[src/hw/rtl/dltq_pkg.sv]
// dltq_pkg: request and response types and codes of the delta-list timer queue
// no dependencies; imported by the top level and its checker
`default_nettype none

package dltq_pkg;

  typedef enum logic [1:0] {
    REQ_TICK     = 2'd0,
    REQ_SCHEDULE = 2'd1,
    REQ_CANCEL   = 2'd2,
    REQ_NOP      = 2'd3
  } req_type_e;

  typedef enum logic [1:0] {
    ST_OK         = 2'd0,
    ST_DUP_SCHED  = 2'd1,
    ST_NOT_QUEUED = 2'd2
  } status_e;

  typedef struct packed {
    req_type_e   req_type;
    logic [3:0]  timer_id;
    logic [15:0] delay;
  } req_t;

  typedef struct packed {
    logic       rang;
    logic [3:0] rang_id;
    status_e    status;
  } rsp_t;

endpackage

`default_nettype wire

[src/hw/rtl/dltq_ram.sv]
// dltq_ram: one-write, one-read array with registered read data
// no dependencies; holds the delta and link columns of the timer list
`default_nettype none

module dltq_ram #(
  parameter int unsigned Width = 16,
  parameter int unsigned Depth = 16
) (
  input  wire logic                     clk_i,
  input  wire logic                     we_i,
  input  wire logic [$clog2(Depth)-1:0] waddr_i,
  input  wire logic [Width-1:0]         wdata_i,
  input  wire logic [$clog2(Depth)-1:0] raddr_i,
  output logic      [Width-1:0]         rdata_o
);

  logic [Width-1:0] mem_q [Depth];

  always_ff @(posedge clk_i) begin
    if (we_i) begin
      mem_q[waddr_i] <= wdata_i;
    end
    rdata_o <= mem_q[raddr_i];
  end

endmodule

`default_nettype wire

[src/hw/rtl/delta_list_timer_queue.sv]
// delta_list_timer_queue: timer list ordered by expiry, deltas kept per entry
// depends on dltq_pkg (types, codes) and dltq_ram (delta and link columns)
//
// Usage:
//   A request (tick, schedule, cancel or no-op) is taken on a rising edge
//   where start is high and busy is low. Exactly one response follows per
//   request: done_o is high for one cycle with rsp_o carrying rang, rang_id
//   and status. The receiver has no way to hold a response back.
//   A rejected request, a no-op or a tick on an empty list is answered
//   straight from idle. A tick counts the head delta down and rings the
//   head id at zero. A schedule walks the list in the compare state, then
//   inserts before the first larger delta or appends at the tail (at once
//   on an empty list). A cancel walks for the predecessor of the id unless
//   it is the head, unlinks it and adds its delta to the successor; a tail
//   or lone entry is removed without that add.
//   The walk reads one entry per cycle through the single read port of the
//   delta/link arrays and one shared add/subtract unit does every delta
//   compare and delta update. A request answered straight from idle never
//   raises busy; for the others busy is high from the cycle after
//   acceptance until the response cycle.
//   Reset empties the list at once (per-id queued bits are flip-flops);
//   the arrays themselves are not cleared and their data is only used for queued ids.
`default_nettype none

module delta_list_timer_queue
  import dltq_pkg::*;
#(
  parameter int unsigned NUM_TIMERS = 16,
  parameter int unsigned DELAY_BITS = 16
) (
  input  wire logic clk_i,
  input  wire logic rst_ni,
  input  wire logic start,
  output logic      busy,
  input  wire req_t req_i,
  output logic      done_o,
  output rsp_t      rsp_o
);

  localparam int unsigned IW = $clog2(NUM_TIMERS);
  localparam int unsigned CW = $clog2(NUM_TIMERS + 1);

  localparam logic [3:0] S_IDLE = 4'd0;
  localparam logic [3:0] S_TICK = 4'd1;
  localparam logic [3:0] S_CMP  = 4'd2;
  localparam logic [3:0] S_INS1 = 4'd3;
  localparam logic [3:0] S_INS2 = 4'd4;
  localparam logic [3:0] S_APP  = 4'd5;
  localparam logic [3:0] S_CW   = 4'd6;
  localparam logic [3:0] S_CR   = 4'd7;
  localparam logic [3:0] S_CADD = 4'd8;

  logic [3:0]            state_q, state_d;
  logic [IW-1:0]         head_q, head_d;
  logic [IW-1:0]         tail_q, tail_d;
  logic [CW-1:0]         count_q, count_d;
  logic [NUM_TIMERS-1:0] queued_q, queued_d;
  logic                  done_q, done_d;
  rsp_t                  rsp_q, rsp_d;

  logic [IW-1:0]         cur_q, cur_d;
  logic [IW-1:0]         prev_q, prev_d;
  logic                  prev_vld_q, prev_vld_d;
  logic [IW-1:0]         id_q, id_d;
  logic [CW-1:0]         walk_q, walk_d;
  logic [DELAY_BITS-1:0] rem_q, rem_d;
  logic [DELAY_BITS-1:0] dcur_q, dcur_d;

  // array ports
  logic                  dly_we, lnk_we;
  logic [IW-1:0]         dly_waddr, lnk_waddr;
  logic [DELAY_BITS-1:0] dly_wdata, dly_rd;
  logic [IW-1:0]         lnk_wdata, lnk_rd;

  // shared add/subtract unit
  logic [DELAY_BITS-1:0] alu_a, alu_b;
  logic                  alu_sub;
  logic [DELAY_BITS:0]   alu_res;
  logic                  alu_borrow;
  logic [DELAY_BITS-1:0] alu_sum;

  logic [IW+3:0]           id_ext;
  logic [IW-1:0]           id_ix;
  logic                    id_ok;
  logic [DELAY_BITS+15:0]  dly_ext;
  logic [DELAY_BITS-1:0]   d_in;
  logic [IW+3:0]           head_ext;

  assign id_ext   = {{IW{1'b0}}, req_i.timer_id};
  assign id_ix    = id_ext[IW-1:0];
  assign id_ok    = id_ext < (IW + 4)'(NUM_TIMERS);
  assign dly_ext  = {{DELAY_BITS{1'b0}}, req_i.delay};
  assign d_in     = dly_ext[DELAY_BITS-1:0];
  assign head_ext = {4'b0000, head_q};

  assign alu_res    = alu_sub ? ({1'b0, alu_a} - {1'b0, alu_b})
                              : ({1'b0, alu_a} + {1'b0, alu_b});
  assign alu_borrow = alu_res[DELAY_BITS];
  assign alu_sum    = alu_res[DELAY_BITS-1:0];

  always_comb begin
    alu_a   = rem_q;
    alu_b   = dly_rd;
    alu_sub = 1'b1;
    unique case (state_q)
      S_TICK: begin
        alu_a = dly_rd;
        alu_b = {{(DELAY_BITS-1){1'b0}}, |dly_rd};
      end
      S_INS1: begin
        alu_a = dcur_q;
        alu_b = rem_q;
      end
      S_CADD: begin
        alu_a   = dly_rd;
        alu_b   = dcur_q;
        alu_sub = 1'b0;
      end
      default: begin
        alu_a = rem_q;
        alu_b = dly_rd;
      end
    endcase
  end

  always_comb begin
    state_d    = state_q;
    head_d     = head_q;
    tail_d     = tail_q;
    count_d    = count_q;
    queued_d   = queued_q;
    done_d     = 1'b0;
    rsp_d      = rsp_q;
    cur_d      = cur_q;
    prev_d     = prev_q;
    prev_vld_d = prev_vld_q;
    id_d       = id_q;
    walk_d     = walk_q;
    rem_d      = rem_q;
    dcur_d     = dcur_q;
    dly_we     = 1'b0;
    dly_waddr  = id_q;
    dly_wdata  = rem_q;
    lnk_we     = 1'b0;
    lnk_waddr  = prev_q;
    lnk_wdata  = id_q;

    unique case (state_q)
      S_IDLE: begin
        if (start) begin
          id_d       = id_ix;
          rem_d      = d_in;
          prev_vld_d = 1'b0;
          walk_d     = '0;
          unique case (req_i.req_type)
            REQ_TICK: begin
              if (count_q == '0) begin
                done_d = 1'b1;
                rsp_d  = '{rang: 1'b0, rang_id: 4'd0, status: ST_OK};
              end else begin
                cur_d   = head_q;
                state_d = S_TICK;
              end
            end
            REQ_SCHEDULE: begin
              if (!id_ok || queued_q[id_ix]) begin
                done_d = 1'b1;
                rsp_d  = '{rang: 1'b0, rang_id: 4'd0, status: ST_DUP_SCHED};
              end else begin
                queued_d[id_ix] = 1'b1;
                if (count_q == '0) begin
                  state_d = S_APP;
                end else begin
                  cur_d   = head_q;
                  state_d = S_CMP;
                end
              end
            end
            REQ_CANCEL: begin
              if (!id_ok || !queued_q[id_ix] || count_q == '0) begin
                done_d = 1'b1;
                rsp_d  = '{rang: 1'b0, rang_id: 4'd0, status: ST_NOT_QUEUED};
              end else begin
                queued_d[id_ix] = 1'b0;
                if (id_ix == head_q) begin
                  cur_d   = id_ix;
                  state_d = S_CR;
                end else begin
                  cur_d   = head_q;
                  state_d = S_CW;
                end
              end
            end
            REQ_NOP: begin
              done_d = 1'b1;
              rsp_d  = '{rang: 1'b0, rang_id: 4'd0, status: ST_OK};
            end
          endcase
        end
      end

      S_TICK: begin
        dly_we    = 1'b1;
        dly_waddr = head_q;
        dly_wdata = alu_sum;
        done_d    = 1'b1;
        state_d   = S_IDLE;
        if (alu_sum == '0) begin
          queued_d[head_q] = 1'b0;
          count_d          = count_q - CW'(1);
          if (count_q > CW'(1)) begin
            head_d = lnk_rd;
          end
          rsp_d = '{rang: 1'b1, rang_id: head_ext[3:0], status: ST_OK};
        end else begin
          rsp_d = '{rang: 1'b0, rang_id: 4'd0, status: ST_OK};
        end
      end

      // schedule walk: rem holds the delay left after the entries passed
      S_CMP: begin
        if (alu_borrow) begin
          dcur_d  = dly_rd;
          state_d = S_INS1;
        end else begin
          rem_d      = alu_sum;
          prev_d     = cur_q;
          prev_vld_d = 1'b1;
          if ((walk_q + CW'(1)) == count_q) begin
            state_d = S_APP;
          end else begin
            walk_d = walk_q + CW'(1);
            cur_d  = lnk_rd;
          end
        end
      end

      S_INS1: begin
        dly_we    = 1'b1;
        dly_waddr = cur_q;
        dly_wdata = alu_sum;
        lnk_we    = 1'b1;
        lnk_waddr = id_q;
        lnk_wdata = cur_q;
        state_d   = S_INS2;
      end

      S_INS2, S_APP: begin
        dly_we    = 1'b1;
        dly_waddr = id_q;
        dly_wdata = rem_q;
        if (prev_vld_q) begin
          lnk_we    = 1'b1;
          lnk_waddr = prev_q;
          lnk_wdata = id_q;
        end else begin
          head_d = id_q;
        end
        if (state_q == S_APP) begin
          tail_d = id_q;
        end
        count_d = count_q + CW'(1);
        done_d  = 1'b1;
        rsp_d   = '{rang: 1'b0, rang_id: 4'd0, status: ST_OK};
        state_d = S_IDLE;
      end

      // cancel walk: look for the predecessor of the id
      S_CW: begin
        if (lnk_rd == id_q) begin
          if (id_q == tail_q) begin
            tail_d  = cur_q;
            count_d = count_q - CW'(1);
            done_d  = 1'b1;
            rsp_d   = '{rang: 1'b0, rang_id: 4'd0, status: ST_OK};
            state_d = S_IDLE;
          end else begin
            prev_d     = cur_q;
            prev_vld_d = 1'b1;
            cur_d      = id_q;
            state_d    = S_CR;
          end
        end else if ((walk_q + CW'(2)) == count_q) begin
          done_d  = 1'b1;
          rsp_d   = '{rang: 1'b0, rang_id: 4'd0, status: ST_OK};
          state_d = S_IDLE;
        end else begin
          walk_d = walk_q + CW'(1);
          cur_d  = lnk_rd;
        end
      end

      S_CR: begin
        if (!prev_vld_q && count_q == CW'(1)) begin
          count_d = count_q - CW'(1);
          done_d  = 1'b1;
          rsp_d   = '{rang: 1'b0, rang_id: 4'd0, status: ST_OK};
          state_d = S_IDLE;
        end else begin
          if (prev_vld_q) begin
            lnk_we    = 1'b1;
            lnk_waddr = prev_q;
            lnk_wdata = lnk_rd;
          end
          dcur_d  = dly_rd;
          cur_d   = lnk_rd;
          state_d = S_CADD;
        end
      end

      // successor takes over the removed delta
      S_CADD: begin
        dly_we    = 1'b1;
        dly_waddr = cur_q;
        dly_wdata = alu_sum;
        if (!prev_vld_q) begin
          head_d = cur_q;
        end
        count_d = count_q - CW'(1);
        done_d  = 1'b1;
        rsp_d   = '{rang: 1'b0, rang_id: 4'd0, status: ST_OK};
        state_d = S_IDLE;
      end

      default: begin
        state_d = S_IDLE;
      end
    endcase
  end

  always_ff @(posedge clk_i or negedge rst_ni) begin
    if (!rst_ni) begin
      state_q  <= S_IDLE;
      head_q   <= '0;
      tail_q   <= '0;
      count_q  <= '0;
      queued_q <= '0;
      done_q   <= 1'b0;
    end else begin
      state_q  <= state_d;
      head_q   <= head_d;
      tail_q   <= tail_d;
      count_q  <= count_d;
      queued_q <= queued_d;
      done_q   <= done_d;
    end
  end

  always_ff @(posedge clk_i) begin
    rsp_q      <= rsp_d;
    cur_q      <= cur_d;
    prev_q     <= prev_d;
    prev_vld_q <= prev_vld_d;
    id_q       <= id_d;
    walk_q     <= walk_d;
    rem_q      <= rem_d;
    dcur_q     <= dcur_d;
  end

  // read address is the next-state cur_d, so the registered data is ready in the state that uses it
  dltq_ram #(
    .Width (DELAY_BITS),
    .Depth (NUM_TIMERS)
  ) u_delta (
    .clk_i   (clk_i),
    .we_i    (dly_we),
    .waddr_i (dly_waddr),
    .wdata_i (dly_wdata),
    .raddr_i (cur_d),
    .rdata_o (dly_rd)
  );

  dltq_ram #(
    .Width (IW),
    .Depth (NUM_TIMERS)
  ) u_link (
    .clk_i   (clk_i),
    .we_i    (lnk_we),
    .waddr_i (lnk_waddr),
    .wdata_i (lnk_wdata),
    .raddr_i (cur_d),
    .rdata_o (lnk_rd)
  );

  assign busy   = (state_q != S_IDLE);
  assign done_o = done_q;
  assign rsp_o  = rsp_q;

endmodule

`default_nettype wire

[config.mk]
export PLATFORM = sky130hd
export DESIGN_NAME = delta_list_timer_queue
export DESIGN_NICKNAME = d
export VERILOG_FILES = /design/src/hw/rtl/dltq_pkg.sv /design/src/hw/rtl/dltq_ram.sv /design/src/hw/rtl/delta_list_timer_queue.sv
export SDC_FILE = /design/constraint.sdc
export NUM_CORES = 1
export LEC_CHECK = 0
export BUFFER_PORTS_ARGS = -buffer_cell sky130_fd_sc_hd__buf_2
export CAP_MARGIN = 20
export CORE_ASPECT_RATIO = 1.1
export CORE_MARGIN = 4
export CORE_UTILIZATION = 55
export CTS_BUF_LIST = sky130_fd_sc_hd__clkbuf_4 sky130_fd_sc_hd__clkbuf_8
export DETAILED_ROUTE_END_ITERATION = 16
export PLACE_DENSITY_LB_ADDON = 0.12
export SYNTH_ARGS = -nofsm -noshare
export SYNTH_HDL_FRONTEND = slang
export SYNTH_SLANG_ARGS = --single-unit
[constraint.sdc]
create_clock -name clk_i -period 16.3 [get_ports clk_i]
set_input_delay 0.815 -clock clk_i [delete_from_list [all_inputs] [get_ports clk_i]]
set_output_delay 0.815 -clock clk_i [all_outputs]
set_load 0.005 [all_outputs]
# Word-level counts from Yosys, hierarchy flattened
# Memory sizes are Yosys's and may differ from the RTL's. A register that Yosys moved wholly into a read port is not among the register bits.
# Cells that the tools add are included.
# word_totals
n_memories	2
in_bits	25
out_inout_bits	9
reg_bits	91
mem_bits_rw	320
elab_cells	234
# classes
n_lt_le_gt_ge	6
addsub	6
bitwise_logic	5
muxes	112
eq_ne	44
n_reduce_logical	43
# memory_table
memory	words	width	read_ports	rd_clocked_by_memory_dff	wr	line	rtl
u_delta.mem_q	16	16	1	1	1	dltq_ram.sv:17	logic [Width-1:0] mem_q [Depth];
u_link.mem_q	16	4	1	1	1	dltq_ram.sv:17	
# op_table
operator	n
one-hot mux 16 bit (2 select lines)	5
2-to-1 mux 16 bit	9
2-to-1 mux 4 bit	33
2-to-1 mux 7 bit	9
one-hot mux 16 bit (3 select lines)	1
2-to-1 mux 5 bit	9
one-hot mux 4 bit (3 select lines)	3
one-hot mux 7 bit (5 select lines)	1
bitwise AND 16 bit	2
!= test 2 bit (second input constant)	16
NOT 16 bit	2
one-hot mux 4 bit (2 select lines)	4
one-hot mux 7 bit (4 select lines)	1
!= test 3 bit (second input constant)	9
one-hot mux 5 bit (5 select lines)	1
2-to-1 mux 1 bit	23
one-hot mux 4 bit (5 select lines)	1
adder 16 x 16 -> 17 bit	1
2-to-1 mux 17 bit	1
subtractor 16 x 16 -> 17 bit	1
equality test 4 x 3 -> 1 bit (second input constant)	4
zero test 16 bit	1
bitwise OR 16 bit	1
one-hot mux 4 bit (4 select lines)	1
other kinds (44)	77

# Depth between registers and ports, before layout
# Gate-level depths: netlist (run 1).
# depth
ltp_word	10
mapped_depth	28
mapped_depth_nobuf	25

# Cells and area by module
# From an unflattened synthesis (run 1), not the netlist that was laid out.
# hier_totals
cells_unflattened	1487
hier_area_um2	20517.2
# modules_own_cells
mod	area_each_um2	seq_area_each_um2	cells_per_inst	instances
dltq_ram at u_delta	10042.1	8007.7	432	1
delta_list_timer_queue	7808.7	2522.4	925	1
dltq_ram at u_link	2666.3	2001.9	130	1

# Worst setup path after synthesis (run 1)
# No wires, ideal clock.
# synth_path
path_kind	flip-flop to flip-flop
start	reg state_q[3]
end	reg u_delta.rdata_o[10], read port of u_delta.mem_q
setup_time_ns	0.134
arrival_time_ns	5.625
path_buffers	5
slack_ns	10.541
path_stages_with_launch	27
path_cell_list	dfrtp_1 buf_2 buf_2 nor3_1 a222oi_1 nand2_1 inv_1 ha_1 inv_1 nor3_1 o21ai_0 or4_1 xnor2_1 ha_1 o2111a_1 o41ai_1 nand3b_1 o22ai_1 nor3_1 o41a_1 o311a_1 buf_2 buf_6 buf_4 mux2i_1 o22ai_1 or4_1
# synth_between
elab_chain_cells	7
# synth_rtl
element	line	rtl
start: declaration	delta_list_timer_queue.sv:53	logic [3:0] state_q, state_d;
start signal: assignment	delta_list_timer_queue.sv:340	state_q <= state_d;
equality test 4 bit or equality test 4 x 1 -> 1 bit (tied branches)	delta_list_timer_queue.sv:105	unique case (state_q)
OR reduction 2 bit (no source line)	-	
one-hot mux 16 bit (2 select lines)	delta_list_timer_queue.sv:105	
subtractor 16 x 16 -> 17 bit or adder 16 x 16 -> 17 bit (tied branches)	delta_list_timer_queue.sv:96, delta_list_timer_queue.sv:97	
2-to-1 mux 17 bit	delta_list_timer_queue.sv:96	assign alu_res = alu_sub ? ({1'b0, alu_a} - {1'b0, alu_b})
2-to-1 mux 4 bit	delta_list_timer_queue.sv:222	if (alu_borrow) begin
one-hot mux 4 bit (4 select lines) *	delta_list_timer_queue.sv:148	unique case (state_q)
end: declaration	dltq_ram.sv:14	output logic [Width-1:0] rdata_o
# Every way passes the cells marked *; elsewhere a longest branch is shown, timed or not.
# A chain may end at the register's enable or synchronous reset.

# Worst setup path in the final report (run 1)
# layout_path
start	reg state_q[1]
end	reg u_link.rdata_o[3], read port of u_link.mem_q
# layout_between
elab_chain_cells	7
# layout_rtl
element	line
equality test 4 bit or equality test 4 x 1 -> 1 bit (tied branches)	delta_list_timer_queue.sv:105
OR reduction 2 bit (no source line)	-
one-hot mux 16 bit (2 select lines)	delta_list_timer_queue.sv:105
subtractor 16 x 16 -> 17 bit or adder 16 x 16 -> 17 bit (tied branches)	delta_list_timer_queue.sv:96, delta_list_timer_queue.sv:97
2-to-1 mux 17 bit	delta_list_timer_queue.sv:96
2-to-1 mux 4 bit	delta_list_timer_queue.sv:222
one-hot mux 4 bit (4 select lines) *	delta_list_timer_queue.sv:148
end: declaration	dltq_ram.sv:14
# Marks and branches as above.

==> results of run 1 <==
[area by class of cell]
type                            instances  share of cell area [%]
Clock buffer                          105                    5.65
Clock inverter                         26                    1.15
Inverter                               42                   0.688
Multi-Input combinational cell       1072                    32.6
Sequential cell                       431                    54.7
Tap cell                              487                    2.66
Timing Repair Buffer                   88                    2.52
[kinds of logic after synthesis]
group	Yosys count	share of synthesized area (%)
AOI/OAI and AO/OA	393	12.7
xor gates and xnor gates	58	2.58
adders and majority gates	31	1.93
buffers and inverters	129	2.76
DFF	431	61.1
muxes	175	8.73
and+or+nand+nor	415	10.2
[flip-flops by register name, indices dropped and copies added, names as in the netlist, named ones only]
signal           cells
u_delta.rdata_o     16
rem_q               16
count_q              5
done_o               1
prev_q               4
dcur_q              16
u_delta.mem_q      256
head_q               4
u_link.mem_q        64
tail_q               4
state_q              4
id_q                 4
walk_q               5
cur_q                4
prev_vld_q           1
rsp_o                7
u_link.rdata_o       4
[how the worst max path moves through the flow]
stage	slack (ns)	end	depth (start not counted)
CTS	8.04	u_link.rdata_o[2]$_DFF_P_	24
global placement	8.28	u_link.rdata_o[3]$_DFF_P_	24
detailed placement	8.12	u_link.rdata_o[2]$_DFF_P_	24
global route	7.29	u_link.rdata_o[2]$_DFF_P_	24
finish	7.93	u_link.rdata_o[3]$_DFF_P_	24
floorplan	10.54	u_delta.rdata_o[10]$_DFF_P_	26
[through the flow]
step	std cells	utilization, %	setup WS, ns
after global placement	2119	58.6	8.28
final	2251	62.9	7.93
after detailed placement	2119	58.6	8.12
after global routing	2251	62.9	7.29
after CTS	2250	62.8	8.04
after floorplan	1632	-	10.54
[cell usage in the layout (no fill, tap or decap), drive strengths merged, types with 16 or more instances in the layout]
master,Yosys,layout
a31oi,18,18
xor2,27,27
o22ai,98,98
mux2i,163,163
nand3,24,24
buf,44,88
nand2,125,125
a21oi,60,60
nor3,27,27
clkbuf,43,105
ha,30,30
or4,25,25
dfxtp,24,24
clkinv,0,16
a22oi,26,26
o21ai,82,82
edfxtp,373,373
inv,42,47
nor2,105,105
xnor2,30,30
dfrtp,34,34
[routing by layer]
layer / up-vias / global-route usage, % / wire length [um]
li1: 6481 / - / -
met1: 7035 / 36.1 / 22600
met2: 646 / 43.3 / 26000
met3: 153 / 4.36 / 3900
met4: 0 / 9.79 / 1890
met5: - / 0 / 0
==> impl_metrics.sql, run 1 <==
INSERT INTO impl_metrics (metric_group, metric, value, unit) VALUES
('timing', 'transition_time_at_the_pin_with_the_least_slew_margin', '1.11', 'ns'),
('placed_design', 'hpwl', '34700', 'um'),
('layout', 'area_delta_synth_final', '11.8', '%'),
('synthesis', 'synth-edff-count', '373', ''),
('timing', 'clock_skew', '0.0377', 'ns'),
('timing', 'final_tns_setup', '0', 'ns'),
('route', 'detail_route.iter0.violations', '1382', ''),
('placed_design', 'placedInstanceArea', '21300', 'sq um'),
('run_status', 'outcome', 'finished clean', ''),
('clock_network', 'cts_root_buffer_type', 'clkbuf_8', ''),
('layout', 'layout.area.seq', '12500', 'sq um'),
('route', 'routed_wl', '54400', 'um'),
('worst_setup_path', 'critPathArrivalTime', '8.85', 'ns'),
('timing', 'period_share', '51.4', '%'),
('route', 'drt-wirelength-per-cell', '24.1', 'um'),
('grt', 'grt_usage', '26.5', '%'),
('route', 'drt_drc_violations_left', '0', ''),
('worst_setup_path', 'launch_point_of_the_worst_path', 'state_q[1]$_DFFE_PN0P_', ''),
('worst_setup_path', 'cp_slowest_cell', 'dfrtp_1', ''),
('synthesis', 'top_cell_types_by_occurrence_after_synthesis', 'edfxtp_1 (373), mux2i_1 (163), nand2_1 (124)', ''),
('placed_design', 'port_buffers', '33', ''),
('worst_setup_path', 'cp-end-kind', 'flip-flop', ''),
('floorplanning', 'design.die.area', '40400', 'sq um'),
('floorplanning', 'die_x', '192', 'um'),
('clock_network', 'cts_setup_buffers', '0', ''),
('clock_network', 'cts_num_sinks', '431', ''),
('worst_setup_path', 'critical-path-max-stage-delay', '0.99', 'ns'),
('synthesis', 'ys_dominant_reg_cell', 'edfxtp_1', ''),
('floorplanning', 'count_of_standard_cell_rows', '73', ''),
('timing', 'grt_setup_unrepaired', 'no', ''),
('job', 'drv_cap', '0', ''),
('worst_setup_path', 'timing.reg2reg.setup_slack', '7.93', 'ns'),
('grt', 'globalRouteOverflowTotal', '0', ''),
('timing', 'slew_headroom', '25.8', '%'),
('route', 'vias', '14315', ''),
('synthesis', 'synth_seq_cells', '431', ''),
('synthesis', 'yosys.area.top_type', 'edfxtp_1', ''),
('timing', 'finalSetupViolCount', '0', ''),
('worst_setup_path', 'timing.critical_path.cells', 'inv_1 > nand2_1 > nor3_2 > a222oi_1 > nand2_1 > inv_1 > ha_1 > inv_1 > nor3_1 > o21ai_0 > or4_1 > xnor2_1 > ha_1 > o2111a_1 > o41ai_1 > nand3b_1 > o22ai_1 > nand4b_1 > a21oi_1 > o311a_4 > buf_4 > mux2i_1 > o22ai_1 > or4_1', ''),
('placed_design', 'gpl.final_weighted_congestion', '0.941', ''),
('worst_setup_path', 'crit-reg2reg-launch', 'state_q[1]$_DFFE_PN0P_', ''),
('worst_setup_path', 'cp_num_buf_inv', '4', ''),
('synthesis', 'ys_async_sr_fraction', '7.89', '%'),
('synthesis', 'synth_top_cells_by_area', 'edfxtp_1 (55%), mux2i_1 (8.0%), dfrtp_1 (4.2%)', ''),
('clock_network', 'clk_path_buf_depth', '3', ''),
('worst_setup_path', 'critical_path.top_delay_family', 'compound AO/OA/AOI/OAI gates', ''),
('grt', 'grt_antenna_before_repair', '0', ''),
('synthesis', 'yosysUniqueCellTypes', '83', ''),
('worst_setup_path', 'cp_common_cell', 'inv_1', ''),
('synthesis', 'mappedNetlistArea', '20500', 'sq um'),
('synthesis', 'yosysWarnings', '0', ''),
('clock_network', 'cts-buffers-inserted', '72', ''),
('floorplanning', 'vertical_extent_of_the_die', '210', 'um'),
('worst_setup_path', 'crit_path_max_fanout', '65', ''),
('grt', 'grt_max_degree', '66', ''),
('timing', 'final_max_slew_viol_count', '0', ''),
('route', 'dr.pass1.iters', '8', ''),
('clock_network', 'clk_latency', '0.64', 'ns'),
('clock_network', 'cts_tree', 'built', ''),
('synthesis', 'yosysSeqAreaShare', '61.1', '%'),
('route', 'detail_route.vias_per_cell', '6.36', ''),
('grt', 'first_pass_grt_wire_length', '81500', 'um'),
('floorplanning', 'fp.coreArea', '36400', 'sq um'),
('clock_network', 'cts-resized-gates', '0', ''),
('layout', 'layout-drive-gt1-share', '15.1', '%'),
('layout', 'fillCellCount', '2784', ''),
('clock_network', 'post_cts_hold_buffer_count', '0', ''),
('min_path', 'hold_path_class', 'primary input to asynchronous set/reset pin', ''),
('synthesis', 'yosys.cell_count.top_type', 'edfxtp_1', ''),
('clock_network', 'path_clk_slew', '0.06', 'ns'),
('timing', 'max_freq', '119', 'MHz');
Power of run 1 is left out: the tool's default activity adds up to more than one toggle a clock period on the data nets, which glitch-free logic cannot reach.
==> run 2, diff against run 1 <==
Clock period 16.3 ns to 7.8 ns, I/O delays scaled along.
==> run 2 against run 1 <==
Die area unchanged. Cell area is 0.40% higher. Clock skew increased by 0.0021 ns. Setup slack got worse by 7.5 ns.
==> impl_metrics.sql, run 2 (synthesized netlist as in run 1, its figures left out) <==
INSERT INTO impl_metrics (metric_group, metric, value, unit) VALUES
('route', 'detail_route.vias_per_cell', '6.36', ''),
('route', 'drt-wirelength-per-cell', '24.3', 'um'),
('worst_setup_path', 'critPathLaunchType', 'flip-flop', ''),
('layout', 'area_delta_synth_final', '12.2', '%'),
('placed_design', 'port_buffers', '33', ''),
('min_path', 'worstHoldPathCells', '3', ''),
('clock_network', 'clk_path_buf_depth', '3', ''),
('clock_network', 'cts_num_sinks', '431', ''),
('layout', 'fillCellCount', '2816', ''),
('route', 'drt.antenna.violating_nets', '0', ''),
('worst_setup_path', 'critical_path.top_delay_family', 'simple AND/OR/NAND/NOR gates', ''),
('worst_setup_path', 'cp_num_buf_inv', '2', ''),
('layout', 'commonest_non_fill_non_tap_cell_in_the_layout', 'edfxtp_1', ''),
('worst_setup_path', 'cp-end-kind', 'flip-flop', ''),
('route', 'routedLengthMet1', '22900', 'um'),
('route', 'met3_wirelength', '4150', 'um'),
('clock_network', 'cts_tree', 'built', ''),
('timing', 'final_tns_setup', '0', 'ns'),
('layout', 'mostFrequentLayoutCells', 'edfxtp_1 (373), mux2i_1 (163), nand2_1 (124), o22ai_1 (98), nor2_1 (88)', ''),
('layout', 'nNetsFinal', '1773', ''),
('floorplanning', 'fp.coreArea', '36400', 'sq um'),
('floorplanning', 'vertical_extent_of_the_die', '210', 'um'),
('worst_setup_path', 'timing.critical_path.cells', 'nor4b_4 > nor2_2 > a221oi_1 > and3_1 > nand3_1 > or4_1 > nor2_1 > xor2_1 > a21oi_1 > ha_1 > a21oi_1 > o21ai_0 > nand2_1 > nand3b_1 > o22ai_1 > nor4b_1 > nor2_1 > o311ai_2 > inv_2 > o211ai_1 > buf_4 > o22ai_1 > or4_1', ''),
('layout', 'top_register', 'u_delta.mem_q', ''),
('min_path', 'hold_path_class', 'primary input to flip-flop', ''),
('worst_setup_path', 'timing_worst_setup_path_type', 'flip-flop to flip-flop', ''),
('clock_network', 'cts-buffers-inserted', '72', ''),
('layout', 'layout-drive-gt1-share', '15.6', '%'),
('grt', 'globalRouteOverflowTotal', '0', ''),
('clock_network', 'clk_latency', '0.64', 'ns'),
('worst_setup_path', 'crit_path_max_fanout', '19', ''),
('min_path', 'whs_endpoint', 'rem_q[13]$_DFFE_PP_', ''),
('layout', 'reg.largest.list', 'u_delta.mem_q (256), u_link.mem_q (64)', ''),
('clock_network', 'path_clk_slew', '0.06', 'ns'),
('floorplanning', 'count_of_standard_cell_rows', '73', ''),
('route', 'routed_wl', '55000', 'um'),
('timing', 'clock_skew', '0.0399', 'ns'),
('clock_network', 'cts_root_buffer_type', 'clkbuf_8', ''),
('job', 'drv_cap', '0', ''),
('route', 'highest_layer', 'met4', ''),
('placed_design', 'gpl.final_weighted_congestion', '0.928', ''),
('worst_setup_path', 'critical_path.reg2reg.endpoint', 'u_link.rdata_o[3]$_DFF_P_', ''),
('route', 'drt_drc_violations_left', '0', ''),
('floorplanning', 'design.die.area', '40400', 'sq um'),
('route', 'met2_wirelength', '26200', 'um'),
('placed_design', 'hpwl', '35900', 'um'),
('timing', 'final_max_slew_viol_count', '0', ''),
('worst_setup_path', 'cp_slowest_cell', 'nor4b_1', ''),
('grt', 'vias_in_the_first_global_route', '14189', ''),
('layout', 'largest_register_ff_count', '256', ''),
('grt', 'grt_antenna_before_repair', '0', ''),
('worst_setup_path', 'critPathArrivalTime', '7.83', 'ns'),
('grt', 'grt_usage', '27.0', '%'),
('min_path', 'worstHoldStart', 'req_i[13]', ''),
('worst_setup_path', 'r2r.worst_path.cells', '23', ''),
('timing', 'grt_setup_unrepaired', 'no', ''),
('clock_network', 'number_of_h_tree_levels', '3', ''),
('timing', 'finalSetupViolCount', '0', ''),
('floorplanning', 'num_io_pins', '34', ''),
('grt', 'grt_max_degree', '53', ''),
('grt', 'first_pass_grt_wire_length', '83100', 'um'),
('route', 'vias', '14400', ''),
('layout', 'num_antenna_cells', '0', ''),
('timing', 'slew_headroom', '24.7', '%'),
('timing', 'max_freq', '136', 'MHz'),
('timing', 'final.min_clock_period', '7.35', 'ns'),
('route', 'detail_route.iter0.violations', '1437', ''),
('floorplanning', 'die_x', '192', 'um'),
('floorplanning', 'initial_core_util', '56.3', '%'),
('worst_setup_path', 'crit-reg2reg-launch', 'state_q[1]$_DFFE_PN0P_', ''),
('timing', 'period_share', '94.3', '%'),
('worst_setup_path', 'cp_data_required_time', '8.27', 'ns'),
('route', 'dr.pass1.iters', '6', ''),
('worst_setup_path', 'launch_point_of_the_worst_path', 'state_q[1]$_DFFE_PN0P_', ''),
('worst_setup_path', 'timing.reg2reg.setup_slack', '0.45', 'ns'),
('worst_setup_path', 'critical-path-max-stage-delay', '0.71', 'ns'),
('timing', 'final-hold-violation-count', '0', ''),
('timing', 'transition_time_at_the_pin_with_the_least_slew_margin', '1.13', 'ns'),
('run_status', 'outcome', 'finished clean', '');
## run 2: cell types whose count changed in the layout (fill, tap and decap cells not counted), moves of 2 or more
| cell | previous run | this run |
|---|---|---|
| buf_8 | 0 | 4 |
| clkbuf_4 | 24 | 28 |
| clkinvlp_4 | 1 | 4 |
| buf_12 | 0 | 2 |
| buf_4 | 55 | 57 |
| bufinv_16 | 4 | 2 |
## run 2: how the worst max path moves through the flow
stage                                  endpoint  slack [ns]  cells past startpoint
finish                u_link.rdata_o[3]$_DFF_P_        0.45                     23
global route          u_link.rdata_o[3]$_DFF_P_        0.05                     23
CTS                  u_delta.rdata_o[1]$_DFF_P_        0.42                     23
detailed placement   u_delta.rdata_o[1]$_DFF_P_        0.47                     23
floorplan           u_delta.rdata_o[10]$_DFF_P_        2.04                     26
global placement    u_delta.rdata_o[15]$_DFF_P_        0.68                     23
## run 2: routing by layer
metal / vias to the layer above / GRT usage, %
met5: - / 0
met1: 7096 / 36.3
met2: 641 / 44.3
met4: 0 / 9.44
li1: 6520 / -
met3: 143 / 5.28
## run 2: layout make-up
cell class,instances,area (sq um),area share [%]
multi-input cells,1073,7490,32.5
well taps,487,609,2.65
clock inverters,25,188,0.816
repair buffers,97,703,3.06
inverters,42,158,0.685
flip-flops and latches,431,12500,54.5
clock buffers,109,1330,5.76
## run 2: worst register-to-register path: stages, from the launching register on
cell and delay [ns]:
dfrtp_1 0.63, nor4b_4 0.64, nor2_2 0.19, a221oi_1 0.37, and3_1 0.27, nand3_1 0.12
or4_1 0.60, nor2_1 0.16, xor2_1 0.16, a21oi_1 0.09, ha_1 0.37, a21oi_1 0.19
o21ai_0 0.12, nand2_1 0.10, nand3b_1 0.13, o22ai_1 0.47, nor4b_1 0.71, nor2_1 0.11
o311ai_2 0.47, inv_2 0.12, o211ai_1 0.16, buf_4 0.27, o22ai_1 0.15, or4_1 0.60
## run 2: what timing repair did
action                                  in CTS  in global routing
hold buffers                                 1                  0
setup buffers                                0                  0
endpoints found under the hold margin       34                  0
gates resized for setup                      0                  0
endpoints found under the setup margin       0                 15
## run 2: metrics by stage
step                std cells  hold WS, ns  area (sq um)  utilization [%]  setup WS, ns
finish                   2264       0.0263         23000             63.1         0.447
global route             2264       0.0236         23000             63.1        0.0455
CTS                      2262      0.00412         23000             63.0         0.422
detailed placement       2127        0.535         21500             58.9         0.465
global placement         2124        0.530         21400             58.7         0.676
floorplan                1632       0.0944         20500                -          2.04
Power of run 2 is left out for the same reason.
